[config.mk]
export PLATFORM = sky130hd
export DESIGN_NAME = pci_device_search_sequencer
export DESIGN_NICKNAME = d
export VERILOG_FILES = /design/src/rtl/pds_pkg.sv /design/src/rtl/pds_step.sv /design/src/rtl/pci_device_search_sequencer.sv
export SDC_FILE = /design/constraint.sdc
export NUM_CORES = 1
export LEC_CHECK = 0
export ABC_AREA = 0
export BUFFER_PORTS_ARGS = -buffer_cell sky130_fd_sc_hd__buf_2
export CORE_MARGIN = 1
export CORE_UTILIZATION = 40
export CTS_BUF_LIST = sky130_fd_sc_hd__clkbuf_8
export DETAILED_ROUTE_END_ITERATION = 8
export GPL_TIMING_DRIVEN = 0
export SYNTH_ARGS = -nofsm -noshare
export SYNTH_HDL_FRONTEND = slang
export SYNTH_SLANG_ARGS = --single-unit
[constraint.sdc]
create_clock -name clk -period 3.6 [get_ports clk]
set_clock_uncertainty 0.1 [all_clocks]
set_input_delay 0.72 -clock clk [delete_from_list [all_inputs] [get_ports clk]]
set_output_delay 0.72 -clock clk [all_outputs]
set_load 0.005 [all_outputs]
[src/rtl/pds_pkg.sv]
package pds_pkg;

  // Extent of the walk.
  localparam int unsigned BUS_COUNT  = 8;
  localparam int unsigned SLOT_COUNT = 32;

  localparam int unsigned BUS_W    = 3;
  localparam int unsigned SLOT_W   = 5;
  localparam int unsigned FUNC_W   = 3;
  localparam int unsigned ID_W     = 16;
  localparam int unsigned CFG_IDX_W = 2;

  // Configuration space constants.
  localparam logic [ID_W-1:0] ABSENT_VENDOR  = 16'hFFFF;
  localparam logic [7:0]      HEADER_OFFSET  = 8'h0C;
  localparam logic [7:0]      PROBE_OFFSET   = 8'h00;
  localparam logic [7:0]      OFFSET_MASK    = 8'hFC;
  localparam int unsigned     MULTI_BIT_POS  = 23;

  // Register indexes of the configuration port.
  localparam logic [CFG_IDX_W-1:0] REG_TARGET_VENDOR = 2'd0;
  localparam logic [CFG_IDX_W-1:0] REG_TARGET_DEVICE = 2'd1;

  // Input item kinds.
  localparam logic KIND_START = 1'b0;
  localparam logic KIND_DATA  = 1'b1;

  // Result item kinds.
  localparam logic RESULT_REQUEST = 1'b0;
  localparam logic RESULT_FINISH  = 1'b1;

  typedef enum logic [2:0] {
    PH_PROBE  = 3'b001,
    PH_HEADER = 3'b010,
    PH_FUNC   = 3'b100
  } phase_t;

  typedef struct packed {
    logic              kind;
    logic [31:0]       read_data;
  } item_t;

  typedef struct packed {
    logic              result_kind;
    logic [31:0]       read_address;
    logic              found_flag;
    logic [BUS_W-1:0]  found_bus;
    logic [SLOT_W-1:0] found_slot;
    logic [FUNC_W-1:0] found_func;
  } result_t;

  // Position and mode of the walk.
  typedef struct packed {
    logic              busy;
    phase_t            phase;
    logic [BUS_W-1:0]  bus_index;
    logic [SLOT_W-1:0] slot_index;
    logic [FUNC_W-1:0] func_index;
    logic              multi_function;
  } walk_t;

  // Configuration address word with the enable bit set.
  function automatic logic [31:0] cfg_address(input logic [BUS_W-1:0]  b,
                                              input logic [SLOT_W-1:0] s,
                                              input logic [FUNC_W-1:0] f,
                                              input logic [7:0]        off);
    logic [31:0] a;
    a = 32'h8000_0000;
    a[16 +: BUS_W]  = b;
    a[11 +: SLOT_W] = s;
    a[8  +: FUNC_W] = f;
    a[7:0]          = off & OFFSET_MASK;
    return a;
  endfunction

endpackage

[src/rtl/pds_step.sv]
module pds_step (
  input  pds_pkg::walk_t        walk,
  input  pds_pkg::item_t        item,
  input  logic [15:0]           target_vendor,
  input  logic [15:0]           target_device,
  output pds_pkg::walk_t        walk_next,
  output logic                  emit,
  output pds_pkg::result_t      result
);
  import pds_pkg::*;

  logic [ID_W-1:0]   vend;
  logic [ID_W-1:0]   dev;
  logic              present;
  logic              match;
  logic [SLOT_W:0]   slot_inc;
  logic [BUS_W:0]    bus_inc;
  logic [BUS_W:0]    bus_step;
  logic [SLOT_W-1:0] slot_step;
  logic              walk_end;
  logic              last_func;
  walk_t             slot_walk;
  result_t           slot_result;
  result_t           request;

  assign vend    = item.read_data[15:0];
  assign dev     = item.read_data[31:16];
  assign present = (vend != ABSENT_VENDOR);
  assign match   = present && (vend == target_vendor) && (dev == target_device);

  // Next slot, carrying into the next bus.
  assign slot_inc = {1'b0, walk.slot_index} + 1'b1;
  assign bus_inc  = {1'b0, walk.bus_index} + 1'b1;

  always_comb begin
    if (slot_inc >= (SLOT_W+1)'(SLOT_COUNT)) begin
      slot_step = '0;
      bus_step  = bus_inc;
    end else begin
      slot_step = slot_inc[SLOT_W-1:0];
      bus_step  = {1'b0, walk.bus_index};
    end
    walk_end = (bus_step >= (BUS_W+1)'(BUS_COUNT));
  end

  // Outcome of moving on to the next slot: its probe or the not-found finish.
  always_comb begin
    slot_walk            = walk;
    slot_walk.func_index = '0;
    slot_walk.phase      = PH_PROBE;
    slot_result          = '0;
    if (walk_end) begin
      slot_walk.busy          = 1'b0;
      slot_walk.bus_index     = '0;
      slot_walk.slot_index    = '0;
      slot_result.result_kind = RESULT_FINISH;
    end else begin
      slot_walk.bus_index      = bus_step[BUS_W-1:0];
      slot_walk.slot_index     = slot_step;
      slot_result.result_kind  = RESULT_REQUEST;
      slot_result.read_address = cfg_address(bus_step[BUS_W-1:0], slot_step, '0,
                                             PROBE_OFFSET);
    end
  end

  assign last_func = !walk.multi_function || (walk.func_index == '1);

  // One step of the walk per item beat: a start item begins an idle walk, a data item advances a busy one.
  always_comb begin
    walk_next = walk;
    emit      = 1'b0;
    request   = '0;
    result    = '0;
    if (item.kind == KIND_START) begin
      if (!walk.busy) begin
        walk_next = '{busy: 1'b1, phase: PH_PROBE, default: '0};
        emit      = 1'b1;
        result.result_kind  = RESULT_REQUEST;
        result.read_address = cfg_address('0, '0, '0, PROBE_OFFSET);
      end
    end else if (walk.busy) begin
      emit = 1'b1;
      request.result_kind = RESULT_REQUEST;
      unique case (walk.phase)
        PH_HEADER: begin
          walk_next.multi_function = item.read_data[MULTI_BIT_POS];
          walk_next.phase          = PH_FUNC;
          walk_next.func_index     = '0;
          request.read_address = cfg_address(walk.bus_index, walk.slot_index, '0,
                                             PROBE_OFFSET);
          result = request;
        end
        PH_FUNC: begin
          if (match) begin
            walk_next.busy     = 1'b0;
            walk_next.phase    = PH_PROBE;
            result.result_kind = RESULT_FINISH;
            result.found_flag  = 1'b1;
            result.found_bus   = walk.bus_index;
            result.found_slot  = walk.slot_index;
            result.found_func  = walk.func_index;
          end else if (!last_func) begin
            walk_next.func_index = walk.func_index + 1'b1;
            request.read_address = cfg_address(walk.bus_index, walk.slot_index,
                                               walk.func_index + 1'b1, PROBE_OFFSET);
            result = request;
          end else begin
            walk_next = slot_walk;
            result    = slot_result;
          end
        end
        default: begin
          // Slot probe: skip an empty slot, else read its header dword.
          if (!present) begin
            walk_next = slot_walk;
            result    = slot_result;
          end else begin
            walk_next.phase      = PH_HEADER;
            request.read_address = cfg_address(walk.bus_index, walk.slot_index, '0,
                                               HEADER_OFFSET);
            result = request;
          end
        end
      endcase
    end
  end

endmodule

[src/rtl/pci_device_search_sequencer.sv]
// A result enters the result register in the cycle after its item beat.
// Throughput: one item per cycle; the walk state and the result register are
// updated together by a single combinational step, so only a stalled result stops input.
// Reset (rst, synchronous, active high) clears the walk to idle at bus 0, slot 0,
// empties the result register and sets both target IDs to 0.
module pci_device_search_sequencer (
  input  logic                              clk,
  input  logic                              rst,
  input  logic                              item_valid,
  output logic                              item_ready,
  input  pds_pkg::item_t                    item,
  output logic                              result_valid,
  input  logic                              result_ready,
  output pds_pkg::result_t                  result,
  input  logic                              cfg_valid,
  output logic                              cfg_ready,
  input  logic [pds_pkg::CFG_IDX_W-1:0]     cfg_index,
  input  logic [15:0]                       cfg_data
);
  import pds_pkg::*;

  logic [ID_W-1:0] target_vendor;
  logic [ID_W-1:0] target_device;
  walk_t           walk;
  walk_t           walk_next;
  logic            emit;
  result_t         step_result;
  logic            item_beat;

  assign cfg_ready  = 1'b1;
  assign item_ready = !result_valid || result_ready;
  assign item_beat  = item_valid && item_ready;

  // Target ID registers.
  always_ff @(posedge clk) begin
    if (rst) begin
      target_vendor <= '0;
      target_device <= '0;
    end else if (cfg_valid && cfg_ready) begin
      unique case (cfg_index)
        REG_TARGET_VENDOR: target_vendor <= cfg_data;
        REG_TARGET_DEVICE: target_device <= cfg_data;
        default: ;
      endcase
    end
  end

  pds_step u_step (
    .walk          (walk),
    .item          (item),
    .target_vendor (target_vendor),
    .target_device (target_device),
    .walk_next     (walk_next),
    .emit          (emit),
    .result        (step_result)
  );

  // Walk state advances on every accepted item beat.
  always_ff @(posedge clk) begin
    if (rst) begin
      walk <= '{busy: 1'b0, phase: PH_PROBE, default: '0};
    end else if (item_beat) begin
      walk <= walk_next;
    end
  end

  // Result register; refilled in the same cycle it drains.
  always_ff @(posedge clk) begin
    if (rst) begin
      result_valid <= 1'b0;
    end else if (item_beat && emit) begin
      result_valid <= 1'b1;
    end else if (result_ready) begin
      result_valid <= 1'b0;
    end
  end

  always_ff @(posedge clk) begin
    if (item_beat && emit) begin
      result <= step_result;
    end
  end

endmodule
==> results of run 1 <==
[registers in the layout (all words and copies together) (netlist names)]
register       count
result            26
target_device     16
walk              16
result_valid       1
target_vendor     16
[routing by layer]
layer / global-route usage / wire [µm] / vias up
li1: - / - / 1791
met1: 0.255 / 4390 / 1600
met2: 0.352 / 4690 / 126
met3: 0.0435 / 591 / 13
met4: 0.0691 / 177 / 0
met5: 0 / 0 / -
[through the flow]
stage	instances	utilization	instance area [µm²]	power, µW
after floorplan	473	-	4030	1060
after global placement	685	0.489	4610	1150
after detailed placement	685	0.489	4610	1150
after CTS	701	0.507	4780	1710
after global routing	701	0.507	4780	1770
final	701	0.507	4780	1690
[Yosys cell counts (all sizes together), types with 7 or more instances]
cell	instances	area (µm²)
dfxtp	49	981
edfxtp	26	781
o21ai	15	82.6
ha	7	87.6
nand4	26	169
buf	25	178
a21oi	51	255
nand3	23	115
nor2	15	56.3
and2	13	81.3
nand2	91	342
nor3	8	45.0
xnor2	32	280
clkbuf	13	48.8
[power by group through the flow]
stage / Clock, µW / Sequential [µW] / Combinational [µW]
final: 562 / 921 / 210
after global routing: 610 / 924 / 235
after CTS: 580 / 922 / 212
after detailed placement: 0 / 941 / 211
after global placement: 0 / 940 / 209
after floorplan: 0 / 941 / 119
[area by class of cell]
class,count,area [µm²]
multi-input cells,355,2020
inverters,5,18.8
flip-flops and latches,75,1760
clock inverters,7,45.0
well taps,129,161
fillers,927,4640
clock buffers,9,124
plain buffers,38,226
repair buffers,83,415
[placed cells by master (no fill, tap or decap), types with 3 or more instances in the layout]
cell and instances:
inv_1 5, buf_4 20, nand3_1 23, buf_1 3, nor3b_1 4, buf_2 84, clkinvlp_4 3, nor3_1 7
a21oi_1 51, nor2b_1 3, and2_1 13, nor2_1 15, edfxtp_1 26, conb_1 19, nand2b_1 3, nand2_1 91
nand4b_1 3, xnor2_1 32, clkbuf_1 13, clkbuf_8 9, or3_1 5, ha_1 7, nand4_1 25, nor4_1 3
o211ai_1 3, dfxtp_1 49, mux2i_1 5, or3b_2 3, and3_1 3, o21ai_0 13
[worst max-delay path, cell delays in order]
cell and delay (ns):
buf_2 0.17, inv_1 0.08, ha_1 0.30, nand3_1 0.22
inv_1 0.84, o21ai_2 0.26, or4_1 0.56, a21oi_1 0.14
[logic make-up after synthesis]
kind of cell / Yosys count / share of synthesized area
simple gates: 213 / 0.276
compound gates: 79 / 0.111
flops: 75 / 0.444
buf+inv: 43 / 0.0618
xor+xnor: 32 / 0.0706
fa+ha+maj: 7 / 0.0221
mux: 5 / 0.0126
other cells: 2 / 0.00189
[worst paths after layout]
check        cells after the start                            end  slack [ns]
max reg2reg                      6           walk[5]$_SDFFE_PP0P_        0.69
max                              8           walk[5]$_SDFFE_PP0P_        0.47
min                              2  target_device[1]$_SDFFE_PP0P_        0.37
min reg2reg                      2  target_device[1]$_SDFFE_PP0P_        0.37
==> impl_metrics.ini, run 1 <==
[yosys]
syn_inst = 456
synthFlopType = dfxtp_1
syn_area_um2 = 3970
yosys_warnings = 0
seq_area_frac_synth = 0.444
avgSynthCellArea_um2 = 8.70
synth-edff-count = 26
synth-seq-cells = 75
async_flop_share = 0
synth.distinct_cells = 48

[route]
firstDrtPassIters = 4
routed_wl_um = 9840
via_per_inst = 5.04
drc = 0
vias = 3530
drt.antenna.violating_nets = 0
routedWlPerCell_um = 14.0
drtIter0Drc = 111

[sta]
finalCriticalPeriod_ns = 3.13
holdWs_ns = 0.369
tns_ns = 0
final_max_slew_viol_count = 0
finalWorstSetupSlack_ns = 0.468
rsz0062_at_grt = no
hold_viol = 0
clock.fmax_ghz = 0.319
setup_violations = 0
worstMarginPinSlew_ns = 1.05
min_period_over_period = 0.870
maxSlewHeadroom = 0.299

[floorplanning]
core_area_um2 = 9420
dieArea_um2 = 10300
initial_core_util = 0.421
die_w_um = 102
placementRows = 35
chipHeight_um = 102
io_pins = 104

[critical_path]
cp-end-kind = flop
crit_path_start = item[32]
critPathRequiredTime_ns = 3.78
arrival_ns = 3.31
critical_path_class = in2reg
crit_path_max_fanout = 29
rr_startpoint = walk[15]$_SDFFE_PP0P_
worstSetupStartpointType = input pin

[clock_tree]
cts_max_level = 3
cts_setup_buffers = 0
cts-buffers-inserted = 9
cts_tree = built
clk_latency_ns = 0.34
ctsHoldBuffers = 0
clockRootBuffer = clkbuf_8
clk_pin_slew_worst_paths_ns = 0.08
cts.sinks = 75
post_cts_resized = 0
clock_path_buffers = 2

[job]
cap_viol_max_count = 0

[global_routing]
grt-ovfl-total = 0
grt_pass1_vias = 3349
grt_max_degree = 30
grt_util_all_layers = 0.205
grt_pass1_wl_um = 16100
grt_antenna_before_repair = 0

[placement]
dp_hpwl_um = 7670
place_congestion = 0.844
pre_cts_ws_ns = 0.0446
portBuffers = 83

[layout]
drive_above_1_share = 0.229
nNetsFinal = 630
antenna_cells = 0
area_growth_pct = 20.4

[power]
powerDensity_nw_per_um2 = 354
p_leak_uw = 0.00179
p_comb_frac = 0.124
p_sw_uw = 451
switching_share = 0.267
peakVddDrop_uv = 174
seqPwrFrac = 0.544
p_int_uw = 1240
p_clk_frac = 0.332

[hold_path]
hold_class = reg2reg
hold_path_startpoint = target_device[1]$_SDFFE_PP0P_

[run_status]
status = completed
Power figures use the tool's default switching activity.
==> run 2, diff against run 1 <==
--- a/config.mk
+++ b/config.mk
@@ -7,11 +7,13 @@
 export LEC_CHECK = 0
 export ABC_AREA = 0
 export BUFFER_PORTS_ARGS = -buffer_cell sky130_fd_sc_hd__buf_2
-export CORE_MARGIN = 1
+export CORE_MARGIN = 4
 export CORE_UTILIZATION = 40
 export CTS_BUF_LIST = sky130_fd_sc_hd__clkbuf_8
+export CTS_CLUSTER_DIAMETER = 80
 export DETAILED_ROUTE_END_ITERATION = 8
 export GPL_TIMING_DRIVEN = 0
 export SYNTH_ARGS = -nofsm -noshare
 export SYNTH_HDL_FRONTEND = slang
+export SYNTH_HIERARCHICAL = 1
 export SYNTH_SLANG_ARGS = --single-unit
==> run 2 against run 1 <==
Against the previous run: worst hold slack gained 0.0037 ns; combinational power grew 29%; register-to-register slack gained 0.05 ns; power grew 29%; die area grew 38%; non-clock buffer count grew 28; clock-buffer cell count grew 2; global-route usage shrank 1.5 points; sequential power grew 29%.
==> impl_metrics.ini, run 2 <==
[yosys]
synthTopCellsByArea = edfxtp_1, dfxtp_1, nand2_1, xnor2_1, a21oi_1
yosysTopAreaCell = edfxtp_1
async_flop_share = 0
synth_commonest_cells = nand2_1, dfxtp_1, edfxtp_1, a21oi_1, xnor2_1
avgSynthCellArea_um2 = 9.77
synth-edff-count = 45
synth_most_common_cell = nand2_1
synthFlopType = dfxtp_1
syn_area_um2 = 4960
synth-seq-cells = 94
syn_inst = 508
yosys_warnings = 6
synth_top_area_share = 0.272
seq_area_frac_synth = 0.470
synth.distinct_cells = 63

[floorplanning]
dieArea_um2 = 14300
io_pins = 104
chipHeight_um = 119
core_area_um2 = 12100
placementRows = 40
die_w_um = 119
initial_core_util = 0.412

[global_routing]
grt_pass1_wl_um = 21400
grt_util_all_layers = 0.190
grt-ovfl-total = 0
grt_antenna_before_repair = 0
grt_max_degree = 37
grt_pass1_vias = 4206

[route]
vias = 4263
drc = 0
drt.antenna.violating_nets = 0
drtIter0Drc = 315
routedWlPerCell_um = 16.5
routed_wl_um = 13400
via_per_inst = 5.27
firstDrtPassIters = 5

[power]
peakVddDrop_uv = 208
power.total_uw = 2190
p_leak_uw = 0.00217
powerDensity_nw_per_um2 = 366

[layout]
fillers = 1144
layout_common_cells = buf_2, nand2_1, dfxtp_1, edfxtp_1, a21oi_1
largest_reg_flops = 45
nNetsFinal = 696
regMostFlops = result
antenna_cells = 0
area_growth_pct = 20.1
final_common_cell = buf_2
drive_above_1_share = 0.284
regArea_um2 = 2330
multi_input_area_um2 = 2360

[sta]
rsz0062_at_grt = no
min_period_over_period = 0.800
clock.fmax_ghz = 0.347
setup_violations = 0
finalWorstSetupSlack_ns = 0.721
finalCriticalPeriod_ns = 2.88
maxSlewHeadroom = 0.453
worstMarginPinSlew_ns = 0.814
tns_ns = 0
holdWs_ns = 0.373
hold_viol = 0
final_max_slew_viol_count = 0

[clock_tree]
cts_setup_buffers = 0
clk_latency_ns = 0.39
clk_pin_slew_worst_paths_ns = 0.09
cts_tree = built
clockRootBuffer = clkbuf_8
ctsHoldBuffers = 0
cts.sinks = 94
cts-buffers-inserted = 9
cts_max_level = 3
post_cts_resized = 0
clock_path_buffers = 2

[critical_path]
reg2reg_slack_ns = 0.74
critical_path_class = in2reg
critPathRequiredTime_ns = 3.80
cp-end-kind = flop
arrival_ns = 3.08
r2r_end = walk[8]$_SDFFE_PP0P_
path_buf_inv = 2
rr_startpoint = walk[15]$_SDFFE_PP0P_
max_stage_delay_ns = 0.55
crit_path_max_fanout = 9
r2r_cells = 8
cpLargestDelayFamily = simple AND/OR/NAND/NOR gates
crit_top_cell = o21ai_0
worstSetupStartpointType = input pin
cpMaxStageDelayCell = nor2_1
worstPathCellList = buf_2, inv_1, nor2_1, nand2_1, nor4_4, o21ai_0, a21oi_1, nand4b_1, o21ai_0

[run_status]
status = completed

[placement]
pre_cts_ws_ns = 0.394
dp_hpwl_um = 10000
place_congestion = 1.03
portBuffers = 99

[job]
cap_viol_max_count = 0

[hold_path]
whs_path_depth = 2
whs_endpoint = target_device[8]$_SDFFE_PP0P_
hold_path_startpoint = target_device[8]$_SDFFE_PP0P_
hold_class = reg2reg
[run 2: cell types whose count changed after synthesis, sizes merged, moves of 5 or more]
cell,before,now
nand3,23,8
nor3,8,13
a21oi,51,39
edfxtp,26,45
nand4b,3,16
nand4,26,19
a31oi,1,6
o21ai,15,30
nand2,91,81
buf,25,37
nand2b,3,18
[run 2: area by class of cell]
| type | instances | area share |
|---|---|---|
| plain buffers | 49 | 0.0535 |
| clock buffers | 11 | 0.0254 |
| clock inverters | 5 | 0.00860 |
| inverters | 6 | 0.00378 |
| multi-input cells | 376 | 0.396 |
| flip-flops and latches | 94 | 0.391 |
| well taps | 168 | 0.0352 |
| repair buffers | 100 | 0.0864 |
[run 2: metrics by stage]
step,util,instances,instance area [µm²]
after detailed placement,0.478,793,5760
after floorplan,-,525,5030
after global routing,0.495,809,5960
after global placement,0.476,792,5740
after CTS,0.495,809,5960
final,0.495,809,5960
[run 2: metal layers]
layer	share of wire	global-route usage	vias to the layer above
li1	-	-	2058
met1	0.42	0.236	1998
met5	0	0	-
met3	0.074	0.0375	26
met2	0.47	0.316	181
met4	0.032	0.0880	0
[run 2: worst min-delay path, cell delays in order, from the launching register on]
cell and delay [ns]:
dfxtp_1 0.33, nand2_1 0.05, a21oi_1 0.05
[run 2: logic make-up (layout without fill, tap and decap cells)]
group	after synthesis	count (layout)	share of synthesized area
compound gates	108	108	0.143
xor+xnor	34	34	0.0615
fa+ha+maj	4	4	0.0101
buf+inv	55	171	0.0688
flops	94	94	0.470
mux	1	1	0.00202
other cells	2	19	0.00151
simple gates	210	210	0.243
[run 2: power by group]
| part | total [µW] | internal [µW] | switching (µW) |
|---|---|---|---|
| combinational | 270 | 117 | 153 |
| sequential | 1190 | 1170 | 19.4 |
| clock | 725 | 354 | 371 |
[run 2: how the worst max path moves through the flow]
| stage | startpoint | to | slack [ns] | cells past startpoint |
|---|---|---|---|---|
| detailed placement | item[20] | walk[7]$_SDFFE_PP0P_ | 0.39 | 9 |
| CTS | item[20] | walk[7]$_SDFFE_PP0P_ | 0.80 | 9 |
| global route | item[32] | walk[8]$_SDFFE_PP0P_ | 0.64 | 9 |
| finish | item[32] | walk[8]$_SDFFE_PP0P_ | 0.72 | 9 |
| global placement | item[32] | result[12]$_DFFE_PP_ | -0.07 | 5 |
| floorplan | item[32] | result[0]$_DFFE_PP_ | 0.62 | 5 |
